==> config.mk <==
export PLATFORM = sky130hd
export DESIGN_NAME = rgb_to_hsv_pixel_unit
export DESIGN_NICKNAME = d
export VERILOG_FILES = /design/src/rhsv_pkg.sv /design/src/rhsv_front.sv /design/src/rhsv_div.sv /design/src/rhsv_post.sv /design/src/rgb_to_hsv_pixel_unit.sv
export SDC_FILE = /design/constraint.sdc
export NUM_CORES = 2
export LEC_CHECK = 0
export BUFFER_PORTS_ARGS = -buffer_cell sky130_fd_sc_hd__buf_2
export CORE_ASPECT_RATIO = 0.75
export CORE_MARGIN = 2
export CORE_UTILIZATION = 41
export CTS_BUF_LIST = sky130_fd_sc_hd__clkbuf_8
export CTS_CLUSTER_SIZE = 12
export DETAILED_ROUTE_END_ITERATION = 8
export PLACE_DENSITY_LB_ADDON = 0.3
export SKIP_LAST_GASP = 1
export SYNTH_ARGS = -nofsm -noshare
export SYNTH_HDL_FRONTEND = slang
export SYNTH_SLANG_ARGS = --single-unit
==> constraint.sdc <==
create_clock -name clk -period 9.83 [get_ports clk]
set_input_delay 1.966 -clock clk [delete_from_list [all_inputs] [get_ports clk]]
set_output_delay 1.966 -clock clk [all_outputs]
set_load 0.05 [all_outputs]
==> src/rhsv_pkg.sv <==
`default_nettype none
package rhsv_pkg;

	localparam int CHAN_W = 8;
	localparam int OUT_W  = 15;
	localparam int QUO_W  = 15;
	localparam int NUM_W  = CHAN_W + QUO_W;

	localparam logic [OUT_W-1:0] HUE_RED   = 15'd0;
	localparam logic [OUT_W-1:0] HUE_GREEN = 15'd7680;
	localparam logic [OUT_W-1:0] HUE_BLUE  = 15'd15360;
	localparam logic [OUT_W-1:0] HUE_WRAP  = 15'd23040;

	// one restoring-division lane: partial remainder, shift register
	// (numerator bits out at the top, quotient bits in at the bottom), divisor
	typedef struct packed {
		logic [CHAN_W-1:0] rem;
		logic [QUO_W-1:0]  sh;
		logic [CHAN_W-1:0] den;
	} div_lane_t;

	typedef struct packed {
		div_lane_t sat;
		div_lane_t hue;
	} div_pair_t;

	typedef struct packed {
		logic [OUT_W-1:0] brightness;
		logic             grey;
		logic             neg;
		logic [OUT_W-1:0] hue_off;
	} pix_side_t;

	function automatic div_lane_t div_init(input logic [NUM_W-1:0] num,
			input logic [CHAN_W-1:0] den);
		div_lane_t r;
		r.rem = num[NUM_W-1:QUO_W];
		r.sh  = num[QUO_W-1:0];
		r.den = den;
		return r;
	endfunction

	function automatic div_lane_t div_step(input div_lane_t a);
		div_lane_t         r;
		logic [CHAN_W:0]   t;
		logic [CHAN_W:0]   dif;
		t   = {a.rem, a.sh[QUO_W-1]};
		dif = t - {1'b0, a.den};
		r.den = a.den;
		if (t >= {1'b0, a.den}) begin
			r.rem = dif[CHAN_W-1:0];
			r.sh  = {a.sh[QUO_W-2:0], 1'b1};
		end else begin
			r.rem = t[CHAN_W-1:0];
			r.sh  = {a.sh[QUO_W-2:0], 1'b0};
		end
		return r;
	endfunction

endpackage
`default_nettype wire

==> src/rhsv_front.sv <==
`default_nettype none
module rhsv_front (
	input  wire logic                          clk,
	input  wire logic                          arst_n,
	input  wire logic                          in_valid,
	output logic                               in_ready,
	input  wire logic [rhsv_pkg::CHAN_W-1:0]   red,
	input  wire logic [rhsv_pkg::CHAN_W-1:0]   green,
	input  wire logic [rhsv_pkg::CHAN_W-1:0]   blue,
	output logic                               out_valid,
	input  wire logic                          out_ready,
	output rhsv_pkg::div_pair_t                out_op,
	output rhsv_pkg::pix_side_t                out_side
);

	localparam int CW = rhsv_pkg::CHAN_W;
	localparam int OW = rhsv_pkg::OUT_W;

	logic [CW-1:0] mx, mn, d, absd;
	logic [CW:0]   diff;
	logic          blue_max, green_max, neg;
	logic [OW-1:0] hue_off;

	logic          v_s1, v_s2, rdy1, rdy2;
	logic [CW-1:0] mx_s1, d_s1, absd_s1;
	logic          neg_s1;
	logic [OW-1:0] off_s1;

	logic [OW-1:0]               d100, y, bright;
	logic [11:0]                 abs15;
	logic [OW:0]                 frac;
	logic [rhsv_pkg::NUM_W-1:0]  sat_num, hue_num;
	rhsv_pkg::div_pair_t         op_s2;
	rhsv_pkg::pix_side_t         side_s2;

	always_comb begin
		mx = (red > green) ? red : green;
		mx = (mx > blue) ? mx : blue;
		mn = (red < green) ? red : green;
		mn = (mn < blue) ? mn : blue;
		d  = mx - mn;
		blue_max  = (blue == mx);
		green_max = (green == mx);
		if (blue_max) begin
			diff = {1'b0, red} - {1'b0, green};
		end else if (green_max) begin
			diff = {1'b0, blue} - {1'b0, red};
		end else begin
			diff = {1'b0, green} - {1'b0, blue};
		end
		neg  = diff[CW];
		absd = neg ? CW'(-diff) : diff[CW-1:0];
		if (blue_max) begin
			hue_off = rhsv_pkg::HUE_BLUE;
		end else if (green_max) begin
			hue_off = rhsv_pkg::HUE_GREEN;
		end else if (neg) begin
			hue_off = rhsv_pkg::HUE_WRAP;
		end else begin
			hue_off = rhsv_pkg::HUE_RED;
		end
	end

	assign rdy2     = !v_s2 || out_ready;
	assign rdy1     = !v_s1 || rdy2;
	assign in_ready = rdy1;

	always_ff @(posedge clk or negedge arst_n) begin
		if (!arst_n) begin
			v_s1 <= 1'b0;
			v_s2 <= 1'b0;
		end else begin
			if (rdy1) v_s1 <= in_valid;
			if (rdy2) v_s2 <= v_s1;
		end
	end

	always_ff @(posedge clk) begin
		if (rdy1 && in_valid) begin
			mx_s1   <= mx;
			d_s1    <= d;
			absd_s1 <= absd;
			neg_s1  <= neg;
			off_s1  <= hue_off;
		end
	end

	// value = 100*mx + floor(100*mx/255), the /255 done as (y + y/256 + 1)/256
	always_comb begin
		d100    = OW'(d_s1) * 15'd100;
		abs15   = 12'(absd_s1) * 12'd15;
		y       = OW'(mx_s1) * 15'd100;
		frac    = ((OW+1)'(y) + (OW+1)'(y >> 8) + 16'd1) >> 8;
		bright  = y + frac[OW-1:0];
		sat_num = {d100, 8'b0};
		hue_num = {3'b0, abs15, 8'b0};
	end

	always_ff @(posedge clk) begin
		if (rdy2 && v_s1) begin
			op_s2.sat          <= rhsv_pkg::div_init(sat_num, mx_s1);
			op_s2.hue          <= rhsv_pkg::div_init(hue_num, d_s1);
			side_s2.brightness <= bright;
			side_s2.grey       <= (d_s1 == '0);
			side_s2.neg        <= neg_s1;
			side_s2.hue_off    <= off_s1;
		end
	end

	assign out_valid = v_s2;
	assign out_op    = op_s2;
	assign out_side  = side_s2;

endmodule
`default_nettype wire

==> src/rhsv_div.sv <==
`default_nettype none
module rhsv_div (
	input  wire logic                 clk,
	input  wire logic                 arst_n,
	input  wire logic                 in_valid,
	output logic                      in_ready,
	input  wire rhsv_pkg::div_pair_t  in_op,
	input  wire rhsv_pkg::pix_side_t  in_side,
	output logic                      out_valid,
	input  wire logic                 out_ready,
	output rhsv_pkg::div_pair_t       out_res,
	output rhsv_pkg::pix_side_t       out_side
);

	localparam int Q = rhsv_pkg::QUO_W;

	logic [Q-1:0]         vld_s;
	logic [Q:0]           rdy;
	rhsv_pkg::div_pair_t  st_s   [Q];
	rhsv_pkg::pix_side_t  side_s [Q];

	assign rdy[Q] = out_ready;

	// one quotient bit per stage for both lanes
	for (genvar i = 0; i < Q; i++) begin : g_stage
		rhsv_pkg::div_pair_t src;
		rhsv_pkg::pix_side_t src_side;
		logic                src_v;

		if (i == 0) begin : g_first
			assign src      = in_op;
			assign src_side = in_side;
			assign src_v    = in_valid;
		end else begin : g_next
			assign src      = st_s[i-1];
			assign src_side = side_s[i-1];
			assign src_v    = vld_s[i-1];
		end

		assign rdy[i] = !vld_s[i] || rdy[i+1];

		always_ff @(posedge clk or negedge arst_n) begin
			if (!arst_n) begin
				vld_s[i] <= 1'b0;
			end else if (rdy[i]) begin
				vld_s[i] <= src_v;
			end
		end

		always_ff @(posedge clk) begin
			if (rdy[i] && src_v) begin
				st_s[i].sat <= rhsv_pkg::div_step(src.sat);
				st_s[i].hue <= rhsv_pkg::div_step(src.hue);
				side_s[i]   <= src_side;
			end
		end
	end

	assign in_ready  = rdy[0];
	assign out_valid = vld_s[Q-1];
	assign out_res   = st_s[Q-1];
	assign out_side  = side_s[Q-1];

endmodule
`default_nettype wire

==> src/rhsv_post.sv <==
`default_nettype none
module rhsv_post (
	input  wire logic                        clk,
	input  wire logic                        arst_n,
	input  wire logic                        in_valid,
	output logic                             in_ready,
	input  wire rhsv_pkg::div_pair_t         in_res,
	input  wire rhsv_pkg::pix_side_t         in_side,
	output logic                             out_valid,
	input  wire logic                        out_ready,
	output logic [rhsv_pkg::OUT_W-1:0]       hue,
	output logic [rhsv_pkg::OUT_W-1:0]       saturation,
	output logic [rhsv_pkg::OUT_W-1:0]       brightness
);

	localparam int OW = rhsv_pkg::OUT_W;

	logic          v_s18, rdy;
	logic [OW-1:0] hue_s18, sat_s18, bright_s18;
	logic [OW-1:0] hue_nxt, sat_nxt;
	logic          rem_nz;

	// negative offset from the sector base rounds down: subtract one more
	// when the division left a remainder
	always_comb begin
		rem_nz = |in_res.hue.rem;
		if (in_side.grey) begin
			hue_nxt = '0;
			sat_nxt = '0;
		end else begin
			sat_nxt = in_res.sat.sh;
			if (in_side.neg) begin
				hue_nxt = in_side.hue_off - in_res.hue.sh - OW'(rem_nz);
			end else begin
				hue_nxt = in_side.hue_off + in_res.hue.sh;
			end
		end
	end

	assign rdy      = !v_s18 || out_ready;
	assign in_ready = rdy;

	always_ff @(posedge clk or negedge arst_n) begin
		if (!arst_n) begin
			v_s18 <= 1'b0;
		end else if (rdy) begin
			v_s18 <= in_valid;
		end
	end

	always_ff @(posedge clk) begin
		if (rdy && in_valid) begin
			hue_s18    <= hue_nxt;
			sat_s18    <= sat_nxt;
			bright_s18 <= in_side.brightness;
		end
	end

	assign out_valid  = v_s18;
	assign hue        = hue_s18;
	assign saturation = sat_s18;
	assign brightness = bright_s18;

endmodule
`default_nettype wire

==> src/rgb_to_hsv_pixel_unit.sv <==
`default_nettype none
// RGB to HSV converter, one pixel request per clock while pixel_ready is high. There
// are 18 register stages: two front stages (max/min, sector select, scaling
// multiplies), fifteen divider stages that each resolve one quotient bit for the
// saturation and hue divisions, and one output stage. Every stage has its own
// valid bit and ready, so bubbles close up and a stalled output only backs up as
// far as needed. hue is degrees * 64, saturation and brightness are
// percent * 256; a grey pixel gives hue and saturation of zero.
module rgb_to_hsv_pixel_unit (
	input  wire logic                        clk,
	input  wire logic                        arst_n,
	input  wire logic                        pixel_valid,
	output logic                             pixel_ready,
	input  wire logic [rhsv_pkg::CHAN_W-1:0] red,
	input  wire logic [rhsv_pkg::CHAN_W-1:0] green,
	input  wire logic [rhsv_pkg::CHAN_W-1:0] blue,
	output logic                             hsv_valid,
	input  wire logic                        hsv_ready,
	output logic [rhsv_pkg::OUT_W-1:0]       hue,
	output logic [rhsv_pkg::OUT_W-1:0]       saturation,
	output logic [rhsv_pkg::OUT_W-1:0]       brightness
);

	logic                f_valid, f_ready, d_valid, d_ready;
	rhsv_pkg::div_pair_t f_op, d_res;
	rhsv_pkg::pix_side_t f_side, d_side;

	rhsv_front u_front (
		.clk       (clk),
		.arst_n    (arst_n),
		.in_valid  (pixel_valid),
		.in_ready  (pixel_ready),
		.red       (red),
		.green     (green),
		.blue      (blue),
		.out_valid (f_valid),
		.out_ready (f_ready),
		.out_op    (f_op),
		.out_side  (f_side)
	);

	rhsv_div u_div (
		.clk       (clk),
		.arst_n    (arst_n),
		.in_valid  (f_valid),
		.in_ready  (f_ready),
		.in_op     (f_op),
		.in_side   (f_side),
		.out_valid (d_valid),
		.out_ready (d_ready),
		.out_res   (d_res),
		.out_side  (d_side)
	);

	rhsv_post u_post (
		.clk        (clk),
		.arst_n     (arst_n),
		.in_valid   (d_valid),
		.in_ready   (d_ready),
		.in_res     (d_res),
		.in_side    (d_side),
		.out_valid  (hsv_valid),
		.out_ready  (hsv_ready),
		.hue        (hue),
		.saturation (saturation),
		.brightness (brightness)
	);

endmodule
`default_nettype wire

==> results_dict.tcl <==
set metrics [dict create \
    outcome "finished clean" \
    cts_resized 0 \
    holdBufCountCts 0 \
    netlist_instances 3926 \
    vias_per_cell 4.776 \
    synth-seq-area-share_pct 66.50 \
    synth_top_area_share_pct 65.67 \
    start_util_pct 41.27 \
    synth_edf_count 1183 \
    layout.cells.non_filler 6064 \
    worstPathMaxFanout 8 \
    fin_skew_ns 0.03622 \
    die_w_um 423.4 \
    port_buffers 74 \
    place.gp.congestion 0.8634 \
    rows 115 \
    final_layout_size_suffix_gt1_share_pct 8.475 \
    hold_viol 0 \
    hp-class "reg2reg" \
    cap_violations 0 \
    hpwl_mm 63.93 \
    worstReg2RegStart "u_front.mx_s1[1]" \
    routed_wl_mm 90.56 \
    p_per_area_nw_per_um2 311.6 \
    slew-limit-headroom_pct 27.64 \
    crit_path_start "hsv_ready" \
    clkLatencyLatePin_ns 0.87 \
    antenna_found_initial 1 \
    synthSimpleGateAreaFrac_pct 6.314 \
    final_antenna_net_count 0 \
    io_pins 75 \
    setup_tns_ns 0 \
    clock_path_buffers 3 \
    async_reset_ff_share_pct 1.499 \
    die_h_um 318.6 \
    vias 28960 \
    yosys.area.top_type "edfxtp_1" \
    first_pass_iters 5 \
    cts_made_buffers 181 \
    ir_worst_vdd_mv 0.2140 \
    grt_pass1_vias 29210 \
    grt_overflow 0 \
    route.detailed.drc 0 \
    syn_avg_cell_area_um2 13.78 \
    synthFlopType "edfxtp_1" \
    fmax_ghz 0.1479 \
    ys_warn_count 0 \
    hold_start "u_div.side_s[0][180]" \
    endpoint_kind "output pin" \
    root_buffer "clkbuf_8" \
    finalCriticalPeriod_ns 6.759 \
    worstPathRequired_ns 7.86 \
    worstPathArrival_ns 4.79 \
    synth_nets 4406 \
    yosys-top-cells-area "edfxtp_1 66%, ha_1 9.2%, inv_1 3.8%" \
    synth_compound_area_share_pct 8.116 \
    synth_cell_types 59 \
    clk_pin_slew_ns 0.06 \
    synthTopCellsByCount "1183 x edfxtp_1, 553 x inv_1, 398 x ha_1" \
    grt_pass1_wl_mm 148.8 \
    h-tree-depth 4 \
    start_kind "input port" \
    finalSetupViolations 0 \
    criticalPathCategory "in2out" \
    post-route-util_pct 45.90 \
    netlist_area_um2 54100 \
    worstMarginPinSlew_ns 1.085 \
    synth_most_common_cell "edfxtp_1" \
    rsz0062_at_grt "no" \
    post-route-period-util_pct 68.76 \
    yosys.area_share.adder_pct 11.20 \
    slew_viol_final 0 \
    ys_seq_elements 1201 \
    cts_num_sinks 1201 \
    n_fill_cell 11510 \
    post_cts_buffers 0 \
    p_leak_nw 23.98 \
    grt_util_all_layers_pct 13.64 \
    holdWs_ns 0.3904 \
    syn2layout_area_growth_pct 11.22 \
    synth_mux_area_share_pct 0.6407 \
    drt_iter0_markers 1459 \
    drt-wirelength-per-cell_um 14.93 \
    design.die.area_um2 134900 \
    nets 4640 \
    dpl.cell_count 5732 \
    grt_start_max_net_pins 75 \
    synth_xor_area_share_pct 3.044 \
    core_um2 131100 \
    power.total_mw 18.75 \
    synth_top_family_by_area "adder cells" \
    cts_tree "built" \
]
sequential cells by signal, summed over array words and instances (netlist names), 5 cells and up:
signal               flops
u_front.absd_s1          8
u_div.side_s           330
u_front.mx_s1            8
u_front.out_side        22
u_front.out_op          38
u_div.st_s             718
u_post.saturation       15
u_div.g_stage.src_v     14
u_front.off_s1           5
u_post.hue              15
u_front.d_s1             8
u_post.brightness       15
area by class of cell:
cell class	instances	area [um^2]	share of cell area (%)
Inverter	554	2079	3.456
Clock inverter	144	884.6	1.470
Multi-Input combinational cell	2128	15940	26.50
Clock buffer	186	2560	4.255
Timing Repair Buffer	94	520.5	0.8651
Tap cell	1755	2196	3.650
Antenna cell	2	5.005	0.008319
Sequential cell	1201	35970	59.79
worst paths after layout:
kind                       depth (start not counted)                endpoint  slack [ns]
max in group asynchronous                          1  u_div.g_stage[1].src_v        8.36
max                                               10             pixel_ready        3.07
max reg2reg                                       27    u_front.out_side[28]        3.17
min                                                0    u_div.side_s[0][212]        0.39
min in group asynchronous                          1        u_post.out_valid        1.07
min reg2reg                                        0    u_div.side_s[0][212]        0.39
per-layer routing:
| layer | track usage (%) | part of all wire, % | vias to the layer above |
|---|---|---|---|
| li1 | - | - | 14580 |
| met1 | 18.33 | 47 | 13780 |
| met2 | 21.98 | 46 | 456 |
| met3 | 3.056 | 4.4 | 140 |
| met4 | 4.437 | 1.9 | 0 |
| met5 | 0 | 0 | - |
cell families (layout without fill, tap and decap cells):
kind of cell             Yosys count  count (layout)
adder cells (fa/ha/maj)          452             452
flip-flops                      1201            1201
AND/OR/NAND/NOR                  735             735
XOR/XNOR                         188             188
buffers and inverters            597             978
other                              0               2
multiplexers                      33              33
AO/OA/AOI/OAI                    720             720
critical path, stage by stage:
cell     delay (ns)
buf_2          0.10
nor2b_1        0.51
nand3_1        0.24
nor2_1         0.28
and2_1         0.39
and4_1         0.37
nand3_1        0.13
nor2_1         0.25
nand2_1        0.26
buf_2          0.28
metrics by stage:
| step | instance area [um^2] | setup WS (ns) |
|---|---|---|
| after detailed placement | 56710 | 2.358 |
| after CTS | 60160 | 2.951 |
| final | 60160 | 3.071 |
| after global placement | 56710 | 2.367 |
| after global routing | 60160 | 2.680 |
| after floorplan | 54100 | 1.425 |
layout by cell type, fill, tap and decap left out, types with 6 or more instances in the layout:
cell type	Yosys	final
edfxtp_1	1183	1183
inv_1	553	595
ha_1	398	398
o21ai_0	280	280
nand2_1	238	238
nor2_1	212	212
clkbuf_8	0	186
a21oi_1	172	172
xnor2_1	103	103
xor2_1	85	85
buf_2	2	74
nor2b_1	70	66
o31ai_1	57	57
clkinv_1	1	54
fa_1	54	54
a21o_1	52	52
and3_1	50	50
nand4_1	46	46
o21bai_1	44	44
nand2b_1	36	36
a21boi_0	38	36
nand3_1	34	34
a311oi_1	28	28
mux2i_1	27	27
clkinv_2	0	24
nor3_1	22	22
buf_4	1	20
dfrtp_1	18	18
a211oi_1	10	10
o21a_1	8	7
and2_2	0	6
power breakdown:
part           switching, mW  total, mW  leakage, nW  internal (mW)
Combinational           3.90       6.58         10.3           2.68
Sequential             0.611       8.33         11.8           7.72
Clock                   1.92       3.84         1.91           1.93
Total                   6.42       18.7         24.0           12.3
Note: power is estimated with default switching activity, not from simulation.
